**src/rtl/sbch_pkg.sv**
```systemverilog
`timescale 1ns / 1ps
`default_nettype none
package sbch_pkg;
  localparam int unsigned FRAC_BITS_DEF = 16;
  localparam int unsigned IN_BITS  = 32 * 6 + 31 * 2 + 16 * 2;  // 286
  localparam int unsigned IN_BYTES = (IN_BITS + 7) / 8;
  localparam int unsigned IN_W     = IN_BYTES * 8;
  localparam int unsigned OUT_BITS = 16 + 16 + 3 + 32 + 32 + 34;  // 133
  localparam int unsigned OUT_W    = ((OUT_BITS + 7) / 8) * 8;

  localparam logic [2:0] NRM_NONE = 3'd0;
  localparam logic [2:0] NRM_NX   = 3'd1;
  localparam logic [2:0] NRM_PX   = 3'd2;
  localparam logic [2:0] NRM_NY   = 3'd3;
  localparam logic [2:0] NRM_PY   = 3'd4;

  // datapath operations
  typedef enum logic [3:0] {
    OP_NONE, OP_LOAD, OP_SLAB_X, OP_SLAB_Y, OP_DIV, OP_TN, OP_TF, OP_CHECK,
    OP_MUL, OP_SQRT, OP_COMMIT, OP_EMIT, OP_CLEAR
  } op_e;

  typedef struct packed {
    op_e        op;
    logic       axis;   // 0 x, 1 y
    logic       far;    // 0 near parameter, 1 far parameter
  } cmd_t;

  typedef struct packed {
    logic skip;     // zero length or ignored box
    logic par;      // current axis direction is zero
    logic par_miss; // parallel and outside slab
    logic neg_num;  // quotient numerator negative
    logic div_done;
    logic miss;     // entry beyond exit
    logic better;   // fits and below best
    logic sqrt_done;
    logic last;
  } sts_t;
endpackage
`default_nettype wire

```
**src/rtl/sbch_ctrl.sv**
```systemverilog
`timescale 1ns / 1ps
`default_nettype none
module sbch_ctrl (
  input  wire logic           clk_i,
  input  wire logic           rst_ni,
  input  wire logic           in_valid_i,
  output logic                in_ready_o,
  output logic                out_valid_o,
  input  wire logic           out_ready_i,
  input  wire sbch_pkg::sts_t sts_i,
  output sbch_pkg::cmd_t      cmd_o
);
  localparam logic [3:0] S_IDLE = 4'd0, S_LOAD = 4'd1, S_SLAB = 4'd2, S_DIVS = 4'd3,
                         S_DIVW = 4'd4, S_STORE = 4'd5, S_CHK = 4'd6, S_MUL = 4'd7,
                         S_SQW = 4'd8, S_COMMIT = 4'd9, S_END = 4'd10, S_OUT = 4'd11;
  logic [3:0] state_q, state_d;
  logic axis_q, axis_d, far_q, far_d;
  logic ov_q, ov_d;

  assign in_ready_o  = (state_q == S_IDLE) && !ov_q;
  assign out_valid_o = ov_q;

  always_comb begin
    state_d = state_q;
    axis_d  = axis_q;
    far_d   = far_q;
    ov_d    = ov_q;
    cmd_o   = '{op: sbch_pkg::OP_NONE, axis: axis_q, far: far_q};
    if (ov_q && out_ready_i) ov_d = 1'b0;
    case (state_q)
      S_IDLE: begin
        if (in_valid_i && !ov_q) begin
          cmd_o.op = sbch_pkg::OP_LOAD;
          state_d  = S_LOAD;
        end
      end
      S_LOAD: begin
        axis_d  = 1'b0;
        far_d   = 1'b0;
        state_d = sts_i.skip ? S_END : S_SLAB;
      end
      S_SLAB: begin
        cmd_o.op = axis_q ? sbch_pkg::OP_SLAB_Y : sbch_pkg::OP_SLAB_X;
        state_d  = S_DIVS;
      end
      S_DIVS: begin
        if (sts_i.par) begin
          if (sts_i.par_miss) state_d = S_END;
          else if (axis_q) state_d = S_CHK;
          else begin
            axis_d  = 1'b1;
            state_d = S_SLAB;
          end
        end else begin
          cmd_o.op = sbch_pkg::OP_DIV;
          state_d  = S_DIVW;
        end
      end
      S_DIVW: begin
        if (sts_i.div_done) begin
          cmd_o.op = far_q ? sbch_pkg::OP_TF : sbch_pkg::OP_TN;
          state_d  = S_STORE;
        end
      end
      S_STORE: begin
        if (!far_q) begin
          far_d   = 1'b1;
          state_d = S_DIVS;
        end else begin
          far_d = 1'b0;
          if (sts_i.miss) state_d = S_END;
          else if (axis_q) state_d = S_CHK;
          else begin
            axis_d  = 1'b1;
            state_d = S_SLAB;
          end
        end
      end
      S_CHK: begin
        if (sts_i.better) begin
          cmd_o.op = sbch_pkg::OP_MUL;
          state_d  = S_MUL;
        end else state_d = S_END;
      end
      S_MUL: begin
        cmd_o.op = sbch_pkg::OP_SQRT;
        state_d  = S_SQW;
      end
      S_SQW: begin
        if (sts_i.sqrt_done) state_d = S_COMMIT;
      end
      S_COMMIT: begin
        cmd_o.op = sbch_pkg::OP_COMMIT;
        state_d  = S_END;
      end
      S_END: begin
        if (sts_i.last) begin
          cmd_o.op = sbch_pkg::OP_EMIT;
          state_d  = S_OUT;
        end else state_d = S_IDLE;
      end
      S_OUT: begin
        cmd_o.op = sbch_pkg::OP_CLEAR;
        ov_d     = 1'b1;
        state_d  = S_IDLE;
      end
      default: state_d = S_IDLE;
    endcase
  end

  always_ff @(posedge clk_i or negedge rst_ni) begin
    if (!rst_ni) begin
      state_q <= S_IDLE;
      axis_q  <= 1'b0;
      far_q   <= 1'b0;
      ov_q    <= 1'b0;
    end else begin
      state_q <= state_d;
      axis_q  <= axis_d;
      far_q   <= far_d;
      ov_q    <= ov_d;
    end
  end
endmodule
`default_nettype wire

```
**config.mk**
```make
export PLATFORM = sky130hd
export DESIGN_NAME = sbch_ctrl
export DESIGN_NICKNAME = d
export VERILOG_FILES = /design/src/rtl/sbch_pkg.sv /design/src/rtl/sbch_ctrl.sv
export SDC_FILE = /design/constraint.sdc
export NUM_CORES = 1
export LEC_CHECK = 0
export BUFFER_PORTS_ARGS = -buffer_cell sky130_fd_sc_hd__buf_2
export CAP_MARGIN = 20
export CORE_AREA = 4 4 41 43
export CTS_CLUSTER_SIZE = 28
export DETAILED_ROUTE_END_ITERATION = 6
export DIE_AREA = 0 0 45 47
export PLACE_DENSITY = 0.73
export SLEW_MARGIN = 5
export SYNTH_ARGS = -nofsm -noshare
export SYNTH_HDL_FRONTEND = slang
export SYNTH_SLANG_ARGS = --single-unit
```
**constraint.sdc**
```tcl
create_clock -name clk_i -period 2.2 [get_ports clk_i]
set_clock_uncertainty 0.1 [all_clocks]
set_input_delay 0.33 -clock clk_i [delete_from_list [all_inputs] [get_ports clk_i]]
set_output_delay 0.33 -clock clk_i [all_outputs]
set_load 0.05 [all_outputs]
```
[Word level (Yosys, flattened, before mapping)]
Cells that the tools add are included.
Storage, ports and cells
  input port bits: 13
  output and inout port bits: 8
  bits in registers: 7
  logic and storage cells: 60
Operators by class
  reduce and logical (&&, ||, !) cells: 10
  equal/unequal tests: 18
  muxes and demuxes: 28
Operators by type and width (number)
  2-to-1 mux 4 bit: 11
  one-hot mux 4 bit (11 select lines): 1
  one-hot mux 4 bit (9 select lines): 1
  equality test 4 x 3 -> 1 bit, second input constant: 4
  equality test 4 bit, second input constant: 4
  != test 2 bit, second input constant: 6
  2-to-1 mux 1 bit: 9
  2-to-1 mux 3 bit: 3
  equality test 4 x 2 -> 1 bit, second input constant: 2
  AND reduction 5 bit: 1
  equality test 4 x 1 -> 1 bit, second input constant: 1
  zero test 4 bit: 1
  nonzero test 2 bit: 2
  logical AND 1 bit: 3
  one-hot mux 1 bit (3 select lines): 1
  AND reduction 3 bit: 1
  nonzero test 3 bit: 1
  2-to-1 mux 2 bit: 1
  != test 2 x 1 -> 1 bit, second input constant: 1
  one-hot mux 1 bit (2 select lines): 1
  zero test 1 bit: 1

[Depth between registers and ports, before layout]
  word-level depth: 4
  depth in mapped cells: 5
  mapped depth without buffers: 4

[Worst setup path after synthesis]
No wires, ideal clock.
  kind: register -> output
  start point: register state_q[3]
  end point: output cmd_o[2] in the netlist's numbering
  setup slack: -724 ps
  data arrival time: 2494 ps
  cell stages (with the launch flop): 4
  data required time: 1770 ps
  buffers on the path: 1
  cell sequence: dfrtp_1 -> buf_6 -> nand3b_1 -> o311ai_0
RTL lines
  from (decl): line sbch_ctrl.sv:16  | logic [3:0] state_q, state_d;
  from (signal assigned): line sbch_ctrl.sv:118  | state_q <= state_d;
  to (decl): line sbch_ctrl.sv:11  | output sbch_pkg::cmd_t cmd_o

==> run_results.csv <==
group,metric,value,unit
yosys,yosys_warnings,0,
clocking,cts.htree.levels,1,
floorplan,die_w,45,um
drt,routed_wl,1740,um
sta,fin_crit,2.14,ns
yosys,synthTopCellsByArea,"dfrtp_1, a21oi_1, o21ai_0",
power_and_ir_drop,pwr-share-clk,8.6,%
floorplan,dieArea,2120,um^2
yosys,seq_area_frac_synth,27.9,%
floorplan,pin_count,21,
drt,drtIter0Drc,23,
hold_path,hp-class,"primary input to flip-flop",
clocking,clock_sinks,7,
global_route,grt_overflow_total,0,
yosys,synthDistinctLibCells,31,
sta,rsz0062_at_grt,"false",
drt,vias,733,
drt,antenna_left,0,
clocking,clk_pin_slew,0.05,ns
yosys,ys_ff_latch,7,
worst_setup_path,cp-end-kind,"output pin",
power_and_ir_drop,power_frac_seq,26.2,%
global_route,grt_usage,17.8,%
sta,setup_viol,0,
yosys,synthArstFlopShare,100,%
sta,fmax,468,MHz
layout,fillCellCount,134,
yosys,syn_inst,85,
sta,fin_crit_sh,97.1,%
worst_setup_path,crit_chain,"inv_1, nand2_1, o311ai_2, buf_2",
power_and_ir_drop,vdd_drop_max,0.865,mV
worst_setup_path,path_delay_family,"flip-flops",
global_route,grt_pass1_wl,2770,um
global_route,antenna_found_initial,0,
sta,hold_violations,0,
layout,final_util,59.1,%
status,status,"completed",
floorplan,die_h,47,um
yosys,synth.largest_area_cell,"dfrtp_1",
yosys,synthFlopType,"dfrtp_1",
drt,first_pass_iters,4,
power_and_ir_drop,comb_power_share,65.2,%
sta,worst_slew_pin_slew,0.484,ns
worst_setup_path,worstSetupStartpointType,"flip-flop",
power_and_ir_drop,totalPowerFinal,1290,uW
layout,fin_area,769,um^2
sta,finalSetupTns,0,ns
run,drv_cap,0,
drt,drc,0,
placed_design,placed_area,728,um^2
power_and_ir_drop,switchingPower,752,uW
yosys,synth.most_common_cell,"a21oi_1",
global_route,grt_pass1_vias,645,
sta,setup_ws,0.0644,ns
worst_setup_path,crit_arrival,1.71,ns
yosys,synthesis.nets,98,
drt,post_drt_wl_per_cell,14.5,um
layout,antenna_cells,0,
global_route,grt_max_degree,18,
power_and_ir_drop,p_leak,0.000356,uW
clocking,clockBufferDepth,2,
clocking,clk_latency,0.24,ns
sta,drv_slew,0,
yosys,synth-edff-count,0,
clocking,root_buffer,"clkbuf_4",
clocking,cts_tree,"yes",
yosys,synth_top_cell_area_share,27.9,%
worst_setup_path,cp_slowest_cell,"dfrtp_1",
layout,nets,119,
drt,drt-vias-per-instance,6.11,
worst_setup_path,slowest_delay,0.55,ns
worst_setup_path,path_max_fanout,16,
sta,slew_headroom,67.7,%
yosys,syn_avg_cell_area,7.39,um^2
worst_setup_path,criticalPathCategory,"flip-flop to output pin",
placed_design,io_buffers,19,
placed_design,place.gp.congestion,0.814,
floorplan,coreArea,1300,um^2
layout,area_delta_synth_final,22.5,%
clocking,post_cts_buffers,0,
power_and_ir_drop,sw_frac_of_total,58.2,%
yosys,syn-cell-area,628,um^2
floorplan,std_cell_rows,13,
clocking,numCtsBuffers,3,
floorplan,start_util,48.3,%
worst_setup_path,worstPathRequired,1.77,ns
placed_design,dpl_worst_slack,0.274,ns
placed_design,hpwl,1310,um
worst_setup_path,path_buf_inv,2,
power_and_ir_drop,power_density,1680,nW/um^2
layout,drive_above_1_share,29.5,%
power_and_ir_drop,p_int,540,uW
yosys,synth_common_cells,"a21oi_1, o21ai_0, dfrtp_1, nor2_1, inv_1",
==> through the flow <==
| stage | cells | hold slack (ns) |
|---|---|---|
| final | 120 | 0.183 |
| after global routing | 120 | 0.189 |
| after CTS | 120 | 0.183 |
| after detailed placement | 115 | 0.0666 |
| after global placement | 115 | 0.0666 |
| after floorplan | 85 | -0.0656 |
==> worst paths after layout <==
kind / from / endpoint / slack (ns) / cells after the start
max: state_q[1] / cmd_o[2] / 0.06 / 4
min: out_ready_i / out_valid_o / 0.18 / 2
max reg2reg: state_q[1] / state_q[3] / 0.59 / 4
min reg2reg: out_valid_o / out_valid_o / 0.51 / 2
max in group asynchronous: rst_ni / state_q[2] / 1.48 / 2
min in group asynchronous: rst_ni / far_q / 0.35 / 2
==> power by group through the flow <==
stage | logic, uW | clock network (uW) | registers [uW]
global route | 910 | 126 | 353
global placement | 819 | 0 | 331
CTS | 840 | 114 | 330
floorplan | 747 | 0 | 269
finish | 842 | 111 | 338
detailed placement | 837 | 0 | 332
==> cells by family (layout without fill, tap and decap cells) <==
logic type	Yosys count	count (layout)	synth area share, %
AND/OR/NAND/NOR	29	29	24.9
buffers and inverters	14	34	12.3
flip-flops	7	7	27.9
multiplexers	1	1	1.59
AO/OA/AOI/OAI	34	34	33.3
==> metal layers <==
metal  track usage, %  vias up  wire length, um
met1             21.6      347              740
li1                 -      350                -
met5                0        -                0
met3             6.51        0              144
met2             30.8       36              850
met4             2.92        0                0
==> worst reg2reg max path: stages (launching register included) <==
cell	delay (ns)
dfrtp_1	0.64
inv_1	0.18
o21ai_1	0.17
a21oi_1	0.08
a311o_1	0.32
==> sequential cells by signal, indices dropped and copies added (netlist names) <==
name and cells:
out_valid_o 1, axis_q 1, far_q 1, state_q 4
==> timing repair <==
item	CTS	global route
setup endpoints to repair	0	2
hold buffers	1	0
resized for setup	0	3
hold endpoints to repair	7	0
==> placed cells by master, fill, tap and decap left out, drive strengths merged <==
| cell type | count |
|---|---|
| nand2 | 4 |
| buf | 22 |
| a22o | 1 |
| nor3 | 3 |
| o21ba | 1 |
| nand3b | 1 |
| dlygate4sd3 | 1 |
| o211ai | 1 |
| and3 | 1 |
| nor4 | 1 |
| o311ai | 1 |
| a21oi | 11 |
| mux2i | 1 |
| a2bb2oi | 1 |
| o22ai | 4 |
| nor2b | 3 |
| nor2 | 7 |
| nand4 | 2 |
| a32oi | 1 |
| o32ai | 1 |
| or4 | 1 |
| dfrtp | 7 |
| o21ai | 10 |
| a311o | 1 |
| inv | 7 |
| clkbuf | 4 |
| a22oi | 1 |
| nand2b | 3 |
| nor3b | 3 |
==> final cells by class <==
class	count	area [um^2]	share of cell area, %
repair buffers	23	128	16.6
flip-flops and latches	7	178	23.1
inverters	7	26.3	3.41
multi-input cells	64	393	51.1
well taps	15	18.8	2.44
clock buffers	4	26.3	3.41
Note: power is estimated with default switching activity, not from simulation.
